==> src/rtl/fwr_pkg.sv <==
// ----------------------------------------------------------------------------
// fwr_pkg
// Shared types and constants of the queue with remove-by-match.
// ----------------------------------------------------------------------------
package fwr_pkg;

    localparam int DEPTH_DEF = 16;
    localparam int WORD_W    = 32;
    localparam int ACT_W     = 2;
    localparam int CNT_OUT_W = 5;

    // action codes
    localparam logic [ACT_W-1:0] ACT_ENQ = 2'd0;
    localparam logic [ACT_W-1:0] ACT_DEQ = 2'd1;
    localparam logic [ACT_W-1:0] ACT_REM = 2'd2;

    // read address select (logical positions)
    localparam logic [1:0] RD_ZERO = 2'd0;
    localparam logic [1:0] RD_LAST = 2'd1;
    localparam logic [1:0] RD_PREV = 2'd2;
    localparam logic [1:0] RD_NEXT = 2'd3;

    typedef struct packed {
        logic       capture;
        logic       enq_wr;
        logic       rd_en;
        logic [1:0] rd_sel;
        logic       idx_ld_last;
        logic       idx_dec;
        logic       idx_inc;
        logic       shift_wr;
        logic       head_inc;
        logic       count_inc;
        logic       count_dec;
        logic       set_rej;
        logic       set_hit_deq;
        logic       set_hit_rem;
        logic       load_out;
    } fwr_cmd_t;

    typedef struct packed {
        logic [ACT_W-1:0] act;
        logic             full;
        logic             empty;
        logic             match;
        logic             idx_zero;
        logic             idx_last;
        logic             next_last;
        logic             out_busy;
    } fwr_stat_t;

endpackage

==> src/rtl/fwr_ram.sv <==
// ----------------------------------------------------------------------------
// fwr_ram
// Generic single-write, single-read RAM with registered read data.
// ----------------------------------------------------------------------------
module fwr_ram #(
    parameter int WIDTH = 32,
    parameter int DEPTH = 16
) (
    input  logic                     aclk,
    input  logic                     we,
    input  logic [$clog2(DEPTH)-1:0] waddr,
    input  logic [WIDTH-1:0]         wdata,
    input  logic                     re,
    input  logic [$clog2(DEPTH)-1:0] raddr,
    output logic [WIDTH-1:0]         rdata
);
    logic [WIDTH-1:0] mem_reg [DEPTH];
    logic [WIDTH-1:0] rdata_reg;

    always_ff @(posedge aclk) begin
        if (we) begin
            mem_reg[waddr] <= wdata;
        end
        if (re) begin
            rdata_reg <= mem_reg[raddr];
        end
    end

    assign rdata = rdata_reg;
endmodule

==> src/rtl/fwr_ctrl.sv <==
// ----------------------------------------------------------------------------
// fwr_ctrl
// Sequencer: decodes the item, walks the search and gap closing.
// ----------------------------------------------------------------------------
module fwr_ctrl (
    input  logic              aclk,
    input  logic              aresetn,
    input  logic              in_valid,
    output logic              in_ready,
    input  fwr_pkg::fwr_stat_t stat,
    output fwr_pkg::fwr_cmd_t  cmd
);
    import fwr_pkg::*;

    localparam logic [2:0] ST_IDLE  = 3'd0;
    localparam logic [2:0] ST_DISP  = 3'd1;
    localparam logic [2:0] ST_DQ    = 3'd2;
    localparam logic [2:0] ST_SCAN  = 3'd3;
    localparam logic [2:0] ST_SH_RD = 3'd4;
    localparam logic [2:0] ST_SH_WR = 3'd5;
    localparam logic [2:0] ST_FIN   = 3'd6;

    logic [2:0] state_reg, state_next;

    always_ff @(posedge aclk) begin
        if (!aresetn) begin
            state_reg <= ST_IDLE;
        end else begin
            state_reg <= state_next;
        end
    end

    always_comb begin
        cmd        = '0;
        in_ready   = 1'b0;
        state_next = state_reg;
        case (state_reg)
            ST_IDLE: begin
                in_ready = 1'b1;
                if (in_valid) begin
                    cmd.capture = 1'b1;
                    state_next  = ST_DISP;
                end
            end
            ST_DISP: begin
                state_next = ST_FIN;
                case (stat.act)
                    ACT_ENQ: begin
                        if (stat.full) begin
                            cmd.set_rej = 1'b1;
                        end else begin
                            cmd.enq_wr    = 1'b1;
                            cmd.count_inc = 1'b1;
                        end
                    end
                    ACT_DEQ: begin
                        if (!stat.empty) begin
                            cmd.rd_en  = 1'b1;
                            cmd.rd_sel = RD_ZERO;
                            state_next = ST_DQ;
                        end
                    end
                    ACT_REM: begin
                        if (!stat.empty) begin
                            cmd.rd_en       = 1'b1;
                            cmd.rd_sel      = RD_LAST;
                            cmd.idx_ld_last = 1'b1;
                            state_next      = ST_SCAN;
                        end
                    end
                    default: state_next = ST_FIN;
                endcase
            end
            ST_DQ: begin
                cmd.set_hit_deq = 1'b1;
                cmd.head_inc    = 1'b1;
                cmd.count_dec   = 1'b1;
                state_next      = ST_FIN;
            end
            ST_SCAN: begin
                if (stat.match) begin
                    cmd.set_hit_rem = 1'b1;
                    if (stat.idx_last) begin
                        cmd.count_dec = 1'b1;
                        state_next    = ST_FIN;
                    end else begin
                        state_next = ST_SH_RD;
                    end
                end else if (stat.idx_zero) begin
                    state_next = ST_FIN;
                end else begin
                    cmd.rd_en   = 1'b1;
                    cmd.rd_sel  = RD_PREV;
                    cmd.idx_dec = 1'b1;
                end
            end
            ST_SH_RD: begin
                cmd.rd_en  = 1'b1;
                cmd.rd_sel = RD_NEXT;
                state_next = ST_SH_WR;
            end
            ST_SH_WR: begin
                cmd.shift_wr = 1'b1;
                cmd.idx_inc  = 1'b1;
                if (stat.next_last) begin
                    cmd.count_dec = 1'b1;
                    state_next    = ST_FIN;
                end else begin
                    state_next = ST_SH_RD;
                end
            end
            ST_FIN: begin
                if (!stat.out_busy) begin
                    cmd.load_out = 1'b1;
                    state_next   = ST_IDLE;
                end
            end
            default: state_next = ST_IDLE;
        endcase
    end
endmodule

==> src/rtl/fwr_dp.sv <==
// ----------------------------------------------------------------------------
// fwr_dp
// Datapath: circular entry store, pointers, compare and result register.
// ----------------------------------------------------------------------------
module fwr_dp #(
    parameter int DEPTH = fwr_pkg::DEPTH_DEF
) (
    input  logic                              aclk,
    input  logic                              aresetn,
    input  logic [fwr_pkg::ACT_W-1:0]         s_action,
    input  logic [fwr_pkg::WORD_W-1:0]        s_data_word,
    input  logic                              m_ready,
    output logic                              m_valid,
    output logic [fwr_pkg::WORD_W-1:0]        m_result_word,
    output logic                              m_hit,
    output logic                              m_full_reject,
    output logic [fwr_pkg::CNT_OUT_W-1:0]     m_entry_count,
    input  fwr_pkg::fwr_cmd_t                 cmd,
    output fwr_pkg::fwr_stat_t                stat
);
    import fwr_pkg::*;

    localparam int AW = $clog2(DEPTH);
    localparam int CW = $clog2(DEPTH + 1);

    logic [ACT_W-1:0]  act_reg;
    logic [WORD_W-1:0] word_reg;
    logic [AW-1:0]     head_reg;
    logic [CW-1:0]     count_reg;
    logic [AW-1:0]     idx_reg;
    logic [WORD_W-1:0] res_reg;
    logic              hit_reg;
    logic              rej_reg;

    logic              out_valid_reg;
    logic [WORD_W-1:0] out_word_reg;
    logic              out_hit_reg;
    logic              out_rej_reg;
    logic [CNT_OUT_W-1:0] out_cnt_reg;

    logic [AW-1:0]     last_idx;
    logic [AW-1:0]     rd_log, wr_log;
    logic [AW-1:0]     rd_addr, wr_addr;
    logic [WORD_W-1:0] wr_data, rdata;
    logic [CW:0]       idx_ext;
    logic [CW+CNT_OUT_W-1:0] cnt_ext;

    function automatic logic [AW-1:0] phys(input logic [AW-1:0] head,
                                           input logic [AW-1:0] pos);
        logic [AW:0] sum;
        sum = {1'b0, head} + {1'b0, pos};
        if (sum >= (AW+1)'(DEPTH)) begin
            sum = sum - (AW+1)'(DEPTH);
        end
        return sum[AW-1:0];
    endfunction

    assign last_idx = AW'(count_reg - CW'(1));
    assign idx_ext  = (CW+1)'(idx_reg);

    always_comb begin
        case (cmd.rd_sel)
            RD_ZERO: rd_log = '0;
            RD_LAST: rd_log = last_idx;
            RD_PREV: rd_log = idx_reg - AW'(1);
            RD_NEXT: rd_log = idx_reg + AW'(1);
            default: rd_log = '0;
        endcase
    end

    assign wr_log  = cmd.shift_wr ? idx_reg : AW'(count_reg);
    assign rd_addr = phys(head_reg, rd_log);
    assign wr_addr = phys(head_reg, wr_log);
    assign wr_data = cmd.shift_wr ? rdata : word_reg;

    fwr_ram #(
        .WIDTH (WORD_W),
        .DEPTH (DEPTH)
    ) u_store (
        .aclk  (aclk),
        .we    (cmd.enq_wr | cmd.shift_wr),
        .waddr (wr_addr),
        .wdata (wr_data),
        .re    (cmd.rd_en),
        .raddr (rd_addr),
        .rdata (rdata)
    );

    // control state
    always_ff @(posedge aclk) begin
        if (!aresetn) begin
            head_reg      <= '0;
            count_reg     <= '0;
            out_valid_reg <= 1'b0;
        end else begin
            if (cmd.head_inc) begin
                head_reg <= (head_reg == AW'(DEPTH - 1)) ? '0 : head_reg + AW'(1);
            end
            if (cmd.count_inc) begin
                count_reg <= count_reg + CW'(1);
            end else if (cmd.count_dec) begin
                count_reg <= count_reg - CW'(1);
            end
            if (cmd.load_out) begin
                out_valid_reg <= 1'b1;
            end else if (m_ready) begin
                out_valid_reg <= 1'b0;
            end
        end
    end

    // payload
    always_ff @(posedge aclk) begin
        if (cmd.capture) begin
            act_reg  <= s_action;
            word_reg <= s_data_word;
            res_reg  <= '0;
            hit_reg  <= 1'b0;
            rej_reg  <= 1'b0;
        end
        if (cmd.set_rej) begin
            rej_reg <= 1'b1;
        end
        if (cmd.set_hit_deq) begin
            res_reg <= rdata;
            hit_reg <= 1'b1;
        end
        if (cmd.set_hit_rem) begin
            res_reg <= word_reg;
            hit_reg <= 1'b1;
        end
        if (cmd.idx_ld_last) begin
            idx_reg <= last_idx;
        end else if (cmd.idx_dec) begin
            idx_reg <= idx_reg - AW'(1);
        end else if (cmd.idx_inc) begin
            idx_reg <= idx_reg + AW'(1);
        end
        if (cmd.load_out) begin
            out_word_reg <= res_reg;
            out_hit_reg  <= hit_reg;
            out_rej_reg  <= rej_reg;
            out_cnt_reg  <= cnt_ext[CNT_OUT_W-1:0];
        end
    end

    assign cnt_ext = (CW+CNT_OUT_W)'(count_reg);

    assign stat.act       = act_reg;
    assign stat.full      = (count_reg == CW'(DEPTH));
    assign stat.empty     = (count_reg == '0);
    assign stat.match     = (rdata == word_reg);
    assign stat.idx_zero  = (idx_reg == '0);
    assign stat.idx_last  = ((idx_ext + (CW+1)'(1)) == (CW+1)'(count_reg));
    assign stat.next_last = ((idx_ext + (CW+1)'(2)) == (CW+1)'(count_reg));
    assign stat.out_busy  = out_valid_reg & ~m_ready;

    assign m_valid       = out_valid_reg;
    assign m_result_word = out_word_reg;
    assign m_hit         = out_hit_reg;
    assign m_full_reject = out_rej_reg;
    assign m_entry_count = out_cnt_reg;
endmodule

==> src/rtl/fifo_with_remove_by_match_core.sv <==
// Flow: enqueue goes through dispatch and finish; dequeue adds a read state; remove
//   compares entries from the newest end, then moves each newer entry down one slot.
// Throughput: one item at a time; next accept in the cycle after the result loads. The
//   sequencer walks the single RAM read port: one compare a cycle, read+write per shift.
// Reset (aresetn low, synchronous): queue empty, head at slot 0, no result pending.
//   Store contents are not cleared; slots beyond the count are never read.
// ----------------------------------------------------------------------------
// fifo_with_remove_by_match_core
// Ordered word queue with enqueue, dequeue oldest and remove newest match.
// ----------------------------------------------------------------------------
module fifo_with_remove_by_match_core #(
    parameter int DEPTH = fwr_pkg::DEPTH_DEF
) (
    input  logic                          aclk,
    input  logic                          aresetn,
    // request items
    input  logic                          s_valid,
    output logic                          s_ready,
    input  logic [fwr_pkg::ACT_W-1:0]     s_action,
    input  logic [fwr_pkg::WORD_W-1:0]    s_data_word,
    // result items
    output logic                          m_valid,
    input  logic                          m_ready,
    output logic [fwr_pkg::WORD_W-1:0]    m_result_word,
    output logic                          m_hit,
    output logic                          m_full_reject,
    output logic [fwr_pkg::CNT_OUT_W-1:0] m_entry_count
);
    import fwr_pkg::*;

    fwr_cmd_t  cmd;
    fwr_stat_t stat;

    // Sequencer: one item in flight; the result register lets the next item
    // be taken while the previous result still waits on m_ready.
    fwr_ctrl u_ctrl (
        .aclk     (aclk),
        .aresetn  (aresetn),
        .in_valid (s_valid),
        .in_ready (s_ready),
        .stat     (stat),
        .cmd      (cmd)
    );

    // Datapath: circular store (head pointer makes dequeue a pointer bump),
    // newest-first scan for remove, then newer entries slide down one slot.
    fwr_dp #(
        .DEPTH (DEPTH)
    ) u_dp (
        .aclk          (aclk),
        .aresetn       (aresetn),
        .s_action      (s_action),
        .s_data_word   (s_data_word),
        .m_ready       (m_ready),
        .m_valid       (m_valid),
        .m_result_word (m_result_word),
        .m_hit         (m_hit),
        .m_full_reject (m_full_reject),
        .m_entry_count (m_entry_count),
        .cmd           (cmd),
        .stat          (stat)
    );
endmodule

==> config.mk <==
export PLATFORM = sky130hd
export DESIGN_NAME = fifo_with_remove_by_match_core
export DESIGN_NICKNAME = d
export VERILOG_FILES = /design/src/rtl/fwr_pkg.sv /design/src/rtl/fwr_ram.sv /design/src/rtl/fwr_ctrl.sv /design/src/rtl/fwr_dp.sv /design/src/rtl/fifo_with_remove_by_match_core.sv
export SDC_FILE = /design/constraint.sdc
export NUM_CORES = 1
export LEC_CHECK = 0
export ABC_AREA = 1
export ABC_CLOCK_PERIOD_IN_PS = 5160
export BUFFER_PORTS_ARGS = -buffer_cell sky130_fd_sc_hd__buf_4
export CAP_MARGIN = 20
export CELL_PAD_IN_SITES_DETAIL_PLACEMENT = 0
export CELL_PAD_IN_SITES_GLOBAL_PLACEMENT = 1
export CORE_MARGIN = 2
export CORE_UTILIZATION = 43
export CTS_CLUSTER_DIAMETER = 50
export DETAILED_ROUTE_END_ITERATION = 8
export GPL_TIMING_DRIVEN = 0
export PLACE_DENSITY_LB_ADDON = 0.1
export SLEW_MARGIN = 20
export SYNTH_ARGS = -nofsm -noshare
export SYNTH_HDL_FRONTEND = slang
export SYNTH_HIERARCHICAL = 1
export SYNTH_SLANG_ARGS = --single-unit
==> constraint.sdc <==
create_clock -name aclk -period 5.16 [get_ports aclk]
set_input_delay 0.516 -clock aclk [delete_from_list [all_inputs] [get_ports aclk]]
set_output_delay 0.516 -clock aclk [all_outputs]
set_load 0.005 [all_outputs]
[After elaboration in Yosys (flattened, before gate mapping)]
Memories as Yosys holds them, arrays and structs flattened. A register that Yosys moved wholly into a read port is not among the register bits.
Cells that the tools add are included.
Storage, ports and cells
  word-level logic and storage cells: 119
  bits in writable memories: 512
  flip-flop bits (word level): 124
  latch bits: 0
  bits in read-only memories: 0
  memories kept: 1
  output and inout bits: 41
Memories
  u_dp.u_store.mem_reg: words 16, width 32, rd ports 1, clocked after Yosys merged registers in 1, wr ports 1, line fwr_ram.sv:17  | logic [WIDTH-1:0] mem_reg [DEPTH];
Operators by class
  $mul: 0
  $lt $le $gt $ge: 2
  equality and inequality tests: 19
  shift-type cells: 0
  div/mod/pow operators: 0
  muxes and demuxes: 58
  bitwise gates (word level): 3
  reductions and logical operators: 11
  add/subtract/negate cells: 11
Operator list (count)
  32-bit 2-to-1 mux: 4
  32-bit == test: 1
  4-bit 2-to-1 mux: 8
  3-bit 2-to-1 mux: 9
  1-bit 2-to-1 mux: 26
  3-bit case mux with 7 select lines: 1
  4-bit case mux with 4 select lines: 1
  6-bit by 5-bit == test with 1-bit output: 2
  3-bit case mux with 2 select lines: 2
  4-bit by 1-bit subtractor with 4-bit output (second input constant): 3
  4-bit by 4-bit adder with 5-bit output: 2
  5-bit greater-or-equal comparator (second input constant): 2
  5-bit 2-to-1 mux: 2
  3-bit == test (second input constant): 3
  3-bit case mux with 3 select lines: 1
  4-bit by 1-bit adder with 4-bit output (second input constant): 2
  2-bit == test (second input constant): 3
  3-bit by 2-bit == test with 1-bit output (second input constant): 2
  2-bit 2-to-1 mux: 3
  3-bit nonzero test: 2
  4-bit by 1-bit adder with 5-bit output (second input constant): 1
  4-bit by 2-bit adder with 5-bit output (second input constant): 1
  5-bit by 1-bit adder with 5-bit output (second input constant): 1
  5-bit == test (second input constant): 1
  17 further kinds: 21

[Depth between registers and ports, before layout]
Gate-level depths: netlist (run 1).
  depth after elaboration: 9
  depth in mapped cells: 29
  mapped depth without buffers: 27

[Hierarchy]
Netlist (run 1), hierarchy kept.
By module, submodules not included
  fwr_ram: area each 23050.9 um^2, instances 1, cells an instance 2120, seq. area each 16335.7 um^2
  fwr_dp: area each 5894.4 um^2, instances 1, cells an instance 572, seq. area each 3513.4 um^2
  fwr_ctrl: area each 452.9 um^2, instances 1, cells an instance 78, seq. area each 60.1 um^2

[Least setup slack after synthesis (run 1)]
OpenSTA, ideal clock, no wires.
  path kind: input port to flip-flop
  start point: in m_ready
  end point: reg u_dp.out_cnt_reg[0], in the netlist u_dp/m_entry_count[0], enable pin
  stages on the path: 2
  path buffers: 0
  arrival time: 4433 ps
  setup slack: 192 ps
  library setup time: 536 ps
  cells stage by stage: nor2_1 -> nor4_1
RTL lines
  start: declaration: line fifo_with_remove_by_match_core.sv:23  | input logic m_ready,
  end signal: assignment: line fwr_dp.sv:143  | out_cnt_reg <= cnt_ext[CNT_OUT_W-1:0];
  end: declaration: line fwr_dp.sv:39  | logic [CNT_OUT_W-1:0] out_cnt_reg;

==> results of run 1 <==
## logic make-up after synthesis
group	count (synthesis)
simple gates	1333
flops	668
buf+inv	607
compound gates	101
xor+xnor	41
fa+ha+maj	20
## layer usage
metal  track usage  vias to the layer above  share of wire
li1              -                     9503              -
met1         0.330                     9563           0.43
met2         0.394                      737           0.46
met3        0.0513                      119          0.081
met4        0.0741                        0          0.023
met5             0                        -              0
## layout make-up
class	instances	area (µm²)	share of cell area
Timing Repair Buffer	136	1410	0.0406
Clock buffer	97	2170	0.0623
Tap cell	873	1090	0.0313
Clock inverter	56	539	0.0155
Inverter	476	1800	0.0515
Sequential cell	668	19900	0.571
Multi-Input combinational cell	1495	7040	0.202
Buffer	129	886	0.0254
## placed cells by master (no fill, tap or decap), types with 13 or more instances in the layout
cell type / synthesis / final
nand3_1: 431 / 430
xor2_1: 34 / 34
o21ai_2: 1 / 21
clkinv_1: 0 / 14
clkbuf_1: 19 / 24
nor2_1: 68 / 52
ha_1: 18 / 18
buf_6: 35 / 45
o21ai_0: 69 / 37
dfxtp_1: 15 / 15
buf_2: 51 / 56
nor2_4: 1 / 17
buf_4: 10 / 105
clkbuf_16: 0 / 85
inv_1: 466 / 465
edfxtp_1: 653 / 653
o21ai_1: 1 / 13
buf_12: 1 / 16
nand2_1: 808 / 807
## worst max-delay path by stage
stage                      startpoint  cells past startpoint                     end
2_1_floorplan                 m_ready                      2   u_dp/m_entry_count[0]
3_3_place_gp                  m_ready                      3  u_dp/m_result_word[24]
3_5_place_dp   u_dp/u_store/rdata[26]                     25  u_dp/u_store/rdata[28]
4_1_cts        u_dp/u_store/rdata[26]                     24  u_dp/u_store/rdata[28]
5_1_grt             u_dp/word_reg[18]                     20  u_dp/u_store/rdata[19]
6_report       u_dp/u_store/rdata[19]                     20  u_dp/u_store/rdata[19]
## stage by stage
step	utilization	setup WS [ns]
2_1_floorplan	-	0.192
3_3_place_gp	0.461	-1.39
3_5_place_dp	0.476	-0.340
4_1_cts	0.516	-0.0633
5_1_grt	0.517	0.00240
6_report	0.517	0.243
## power groups by stage
| stage | registers [mW] | clock network [mW] | logic (mW) |
|---|---|---|---|
| 3_3_place_gp | 7.61 | 0 | 10.9 |
| 2_1_floorplan | 7.49 | 0 | 6.55 |
| 5_1_grt | 7.49 | 6.04 | 12.6 |
| 6_report | 7.43 | 5.72 | 11.6 |
| 4_1_cts | 7.43 | 5.80 | 11.4 |
| 3_5_place_dp | 7.54 | 0 | 11.4 |
## timing repair
item	CTS	global route
hold buffers	0	0
setup buffers	0	2
gates resized for setup	2	24
setup endpoints to repair	31	31
==> results by group, run 1 <==
Detailed routing
  – DR WL/cell: 21.8 µm
  – Vias after detailed routing: 19,900
  – Router iterations before antenna repair: 6
  – DRC viols: 0
  – WL final: 85,600 µm
  – Routed vias/inst: 5.07
  – Starting DRC count in detailed routing: 2,106
  – Antenna viol nets, final: 0

Power
  – Clock power share: 0.231
  – Worst vdd ir: 0.384 mV
  – PwrDens: 711 nW/µm²
  – Switching Power: 11.0 mW
  – P_int: 13.8 mW
  – Sw frac: 0.443
  – Power share of the sequential group: 0.300
  – Final Power: 24.8 mW
  – Comb pwr share: 0.469
  – Static Leak: 14.6 nW

Synth
  – Count leader, synth: nand2_1
  – Mux contribution to synthesized area: 0
  – Sequential-to-total area share from yosys stat: 0.677
  – Top FF cell, synth: edfxtp_1
  – Syn_nets: 2,828
  – Area share of the leading cell type in the synthesized netlist: 0.667
  – Synth Area in Compound Gates: 0.0188
  – Ys Warns: 6
  – Most frequent cells after synthesis: 808 x nand2_1, 653 x edfxtp_1, 466 x inv_1
  – Distinct cell type count after synthesis: 43
  – EDFF count, synth: 653
  – Ranking of synthesized cells by area: edfxtp_1 67%, nand2_1 10%, nand3_1 7.3%
  – Synthesized area: 29,400 µm²
  – Area leader, netlist: edfxtp_1
  – Largest family of logic cells by synthesized area: simple AND/OR/NAND/NOR gates
  – XOR/XNOR Fraction of Synth Area: 0.0122
  – Syn_area_per_cell: 10.6 µm²
  – FF+latch count, synth: 668
  – Async S/R FF share, synth: 0
  – Simple-gate share of the synthesized area: 0.192
  – Post-Synthesis Cells: 2,770
  – Synth Area in Adders: 0.00902

Final layout
  – Number of flip-flops in the largest register: 512
  – Post-route cell area: 34,800 µm²
  – Finished Layout Cells: 3,930
  – Layout area overhead: 18.5%
  – Fraction of layout cells with a size suffix above 1: 0.145
  – Antenna diodes: 0
  – Final nets: 3,047
  – Fillcell total: 5,917

Status
  – Status: complete, no violations

Global route
  – GRT Total Usage: 0.244
  – Vias in the first global route: 19,000
  – Gr ovfl total: 0
  – Initial antenna violation count: 5
  – First-pass GRT wire length: 124,000 µm
  – Largest net degree at the start of global routing: 33

Worst setup path
  – Slowest CP cell: clkbuf_1
  – Crit-path max FO: 10
  – CP max stage delay: 0.61 ns
  – CP endpoint kind: flip-flop
  – CP Data Required Time: 5.53 ns
  – Worst Path Arrival: 5.29 ns
  – Crit path kind: flip-flop to flip-flop
  – Reg2reg setup slack: 0.24 ns
  – Worst setup SP type: flip-flop
  – Reg2Reg Launch Point: u_dp/u_store/rdata[19]
  – Crit-path most repeated cell: nor2_1
  – R2r endpoint: u_dp/u_store/rdata[19]
  – Delay-heaviest family, CP: simple AND/OR/NAND/NOR gates
  – CP cell instances: xor2_1 > nor2_1 > nand2_1 > nor2_1 > nand2_1 > nor2_1 > nor2_1 > nand3_2 > nand2_1 > nor2_1 > inv_1 > o22ai_1 > ha_1 > fa_1 > xor2_1 > buf_2 > clkbuf_1 > nand3_1 > nand3_1 > nand2_1
  – R2R depth: 20
  – Worst Path Buf+Inv: 3

Placement
  – Placer Congestion: 0.827
  – Port Buf Inserts: 78
  – DP Area: 32,100 µm²
  – Post-DP HPWL: 59,400 µm
  – Placed cells: 3,777

Timing
  – Tcrit/Tclk final: 0.953
  – Setup Skew: 0.0225 ns
  – Slew Viols, Final: 0
  – Setup violators final: 0
  – Endpoints failing hold: 0
  – Clock period minus worst slack: 4.92 ns
  – Setup tns final: 0 ns
  – Fmax: 203 MHz
  – Worst-margin pin slew: 0.912 ns
  – Worst slew margin: 0.392
  – RSZ-0062 raised after global routing: no
  – Minimum hold slack: 0.0651 ns

Floorplan
  – I/O pin cnt: 79
  – Initial core utilization: 0.436
  – Core ar.: 67,400 µm²
  – Die height: 265 µm
  – Rows: 95
  – Die width: 265 µm
  – DIE AREA: 70,500 µm²

Clock network
  – Clk root buf: clkbuf_16
  – Clock buffer depth: 3
  – CTS tree: done
  – H-tree depth: 3
  – Clock transition at the registers of the reported paths: 0.06 ns
  – Worst-skew pair later-pin latency: 0.63 ns
  – CTS sink count: 668
  – Total CTS buffers: 83

Min path
  – Hold WC Path Type: input pin to flip-flop
  – Hold Crit Start: s_data_word[26]
  – Hold EP: u_dp/word_reg[26]
  – Hold depth: 1

Run
  – Max Cap Violations: 0
Note: power is estimated with default switching activity, not from simulation.
==> inputs of run 2 (changes only) <==
--- a/config.mk
+++ b/config.mk
@@ -12,11 +12,12 @@
 export CELL_PAD_IN_SITES_DETAIL_PLACEMENT = 0
 export CELL_PAD_IN_SITES_GLOBAL_PLACEMENT = 1
 export CORE_MARGIN = 2
-export CORE_UTILIZATION = 43
+export CORE_UTILIZATION = 45
 export CTS_CLUSTER_DIAMETER = 50
 export DETAILED_ROUTE_END_ITERATION = 8
 export GPL_TIMING_DRIVEN = 0
 export PLACE_DENSITY_LB_ADDON = 0.1
+export RECOVER_POWER = 50
 export SLEW_MARGIN = 20
 export SYNTH_ARGS = -nofsm -noshare
 export SYNTH_HDL_FRONTEND = slang
==> run 2 against run 1 <==
  * The flow now finishes with violations (max-capacitance violations, max-slew violations)
  * Final area down 1.5%
  * Clock-buffer cell count down 2
  * Cell count down 1.1%
  * Maximum frequency up 2.9%
  * Sequential power up 0.7%
==> results by group, run 2 (same netlist as run 1, synthesis figures left out) <==
Global route
  – Largest net degree at the start of global routing: 33
  – First-pass GRT wire length: 122,000 µm
  – Initial antenna violation count: 0
  – Vias in the first global route: 19,600
  – GRT Total Usage: 0.247
  – Gr ovfl total: 0

Final layout
  – Final nets: 3,023
  – Most common cell after layout, fill and taps aside: nand2_1
  – Post-route cell area: 34,300 µm²
  – Layout area overhead: 16.8%
  – Fraction of layout cells with a size suffix above 1: 0.119
  – Number of flip-flops in the largest register: 512
  – Commonest non-fill, non-tap cells in the layout: 807 x nand2_1, 653 x edfxtp_1, 467 x inv_1

Floorplan
  – I/O pin cnt: 79
  – Die height: 260 µm
  – Initial core utilization: 0.456
  – Core ar.: 64,500 µm²
  – Rows: 93
  – Die width: 260 µm
  – DIE AREA: 67,400 µm²

Timing
  – Setup violators final: 0
  – Minimum hold slack: 0.0949 ns
  – Clock period minus worst slack: 4.78 ns
  – Fmax: 209 MHz
  – Tcrit/Tclk final: 0.926
  – Worst-margin pin slew: 2.43 ns
  – Setup Skew: 0.0185 ns
  – Slew Viols, Final: 422
  – Endpoints failing hold: 0
  – Worst slew margin: -0.635
  – RSZ-0062 raised after global routing: no

Clock network
  – Setup bufs post-CTS: 0
  – Worst-skew pair later-pin latency: 0.63 ns
  – H-tree depth: 3
  – CTS tree: done
  – Hold_buf cts: 0
  – CTS sink count: 668
  – Clock buffer depth: 3
  – Total CTS buffers: 81
  – Clk root buf: clkbuf_16
  – Clock transition at the registers of the reported paths: 0.06 ns

Power
  – PwrDens: 715 nW/µm²
  – Static Leak: 14.3 nW
  – Worst vdd ir: 0.326 mV

Detailed routing
  – Top layer in use: met4
  – Starting DRC count in detailed routing: 1,805
  – Vias after detailed routing: 19,800
  – Routed vias/inst: 5.10
  – Met2 wire len: 37,100 µm
  – DRC viols: 0
  – WL final: 81,600 µm
  – Antenna viol nets, final: 0
  – DR WL/cell: 21.0 µm
  – Met3 routed WL: 6360 µm
  – WL met1: 35,400 µm
  – Router iterations before antenna repair: 5

Worst setup path
  – Crit path kind: flip-flop to flip-flop
  – Worst setup SP type: flip-flop
  – CP Data Required Time: 5.62 ns
  – Worst Path Arrival: 5.24 ns
  – Crit-path max FO: 10
  – CP endpoint kind: flip-flop

Placement
  – Post-DP HPWL: 56,600 µm
  – DP Area: 31,900 µm²
  – Placer Congestion: 0.871
  – Port Buf Inserts: 78

Min path
  – Hold WC Path Type: input pin to flip-flop

Status
  – Status: finished, violations left
  – Failing checks: max-capacitance violations, max-slew violations

Run
  – Max Cap Violations: 24
run 2: cell count changes in the layout (fill, tap and decap cells not counted), moves of 6 or more:
cell,change
buf_4,-92
clkbuf_4,+65
clkbuf_1,+31
o21ai_0,+31
o21ai_2,-19
o21ai_1,-12
buf_6,-10
buf_12,-6
clkinv_4,-6
run 2: per-layer routing:
| metal | vias to the layer above | GRT usage |
|---|---|---|
| met5 | - | 0 |
| li1 | 9465 | - |
| met4 | 0 | 0.0860 |
| met1 | 9505 | 0.337 |
| met2 | 691 | 0.392 |
| met3 | 160 | 0.0544 |
run 2: path summary, 6_finish.rpt:
path	start	to	slack, ns	cells after the start
setup / recovery	u_dp/u_store/rdata[26]	u_dp/u_store/rdata[7]	0.38	21
hold / removal	s_data_word[28]	u_dp/word_reg[28]	0.09	1
setup reg to reg	u_dp/u_store/rdata[26]	u_dp/u_store/rdata[7]	0.38	21
hold reg to reg	u_dp/res_reg[9]	u_dp/m_result_word[9]	0.42	0
run 2: repair_timing:
action | CTS | global route
resized for setup | 1 | 20
setup endpoints to repair | 29 | 32
cloned | 0 | 0
run 2: final cells by class:
type	instances	area, µm²
clock buffer	95	2130
multi-input combinational	1495	6950
timing repair buffer	113	1040
fill	5723	30100
buffer	130	885
clock inverter	53	548
antenna	1	2.50
tap	855	1070
inverter	476	1800
sequential	668	19900
run 2: worst max-delay path, cell delays in order, from the launching register on:
cell	delay, ns
edfxtp_1	0.42
xor2_1	0.18
nor2_1	0.21
nand2_1	0.09
nor2_1	0.17
nand2_1	0.08
nor2_1	0.28
nor2_1	0.13
nand3_2	0.14
nand2_1	0.13
nor2_1	0.21
inv_1	0.10
o22ai_1	0.16
ha_1	0.21
fa_1	0.53
inv_1	0.12
buf_2	0.36
clkbuf_4	0.41
nand2_1	0.10
nand3_1	0.10
nand3_1	0.26
nand2_1	0.21
run 2: through the flow:
stage	worst slack, ns	cells	util	total power, mW	TNS [ns]
4_1_cts	0.0226	3885	0.536	24.6	0
3_3_place_gp	-1.41	3703	0.482	18.5	-598.26
5_1_grt	0.0388	3885	0.532	25.8	0
3_5_place_dp	-0.0771	3738	0.495	18.8	-1.00
6_report	0.382	3886	0.532	24.5	0
2_1_floorplan	0.192	2770	-	14.0	0
run 2: power by group:
group / switching, mW / total [mW] / internal (mW)
registers: 0.266 / 7.48 / 7.21
logic: 8.36 / 11.4 / 3.03
clock network: 2.27 / 5.66 / 3.39
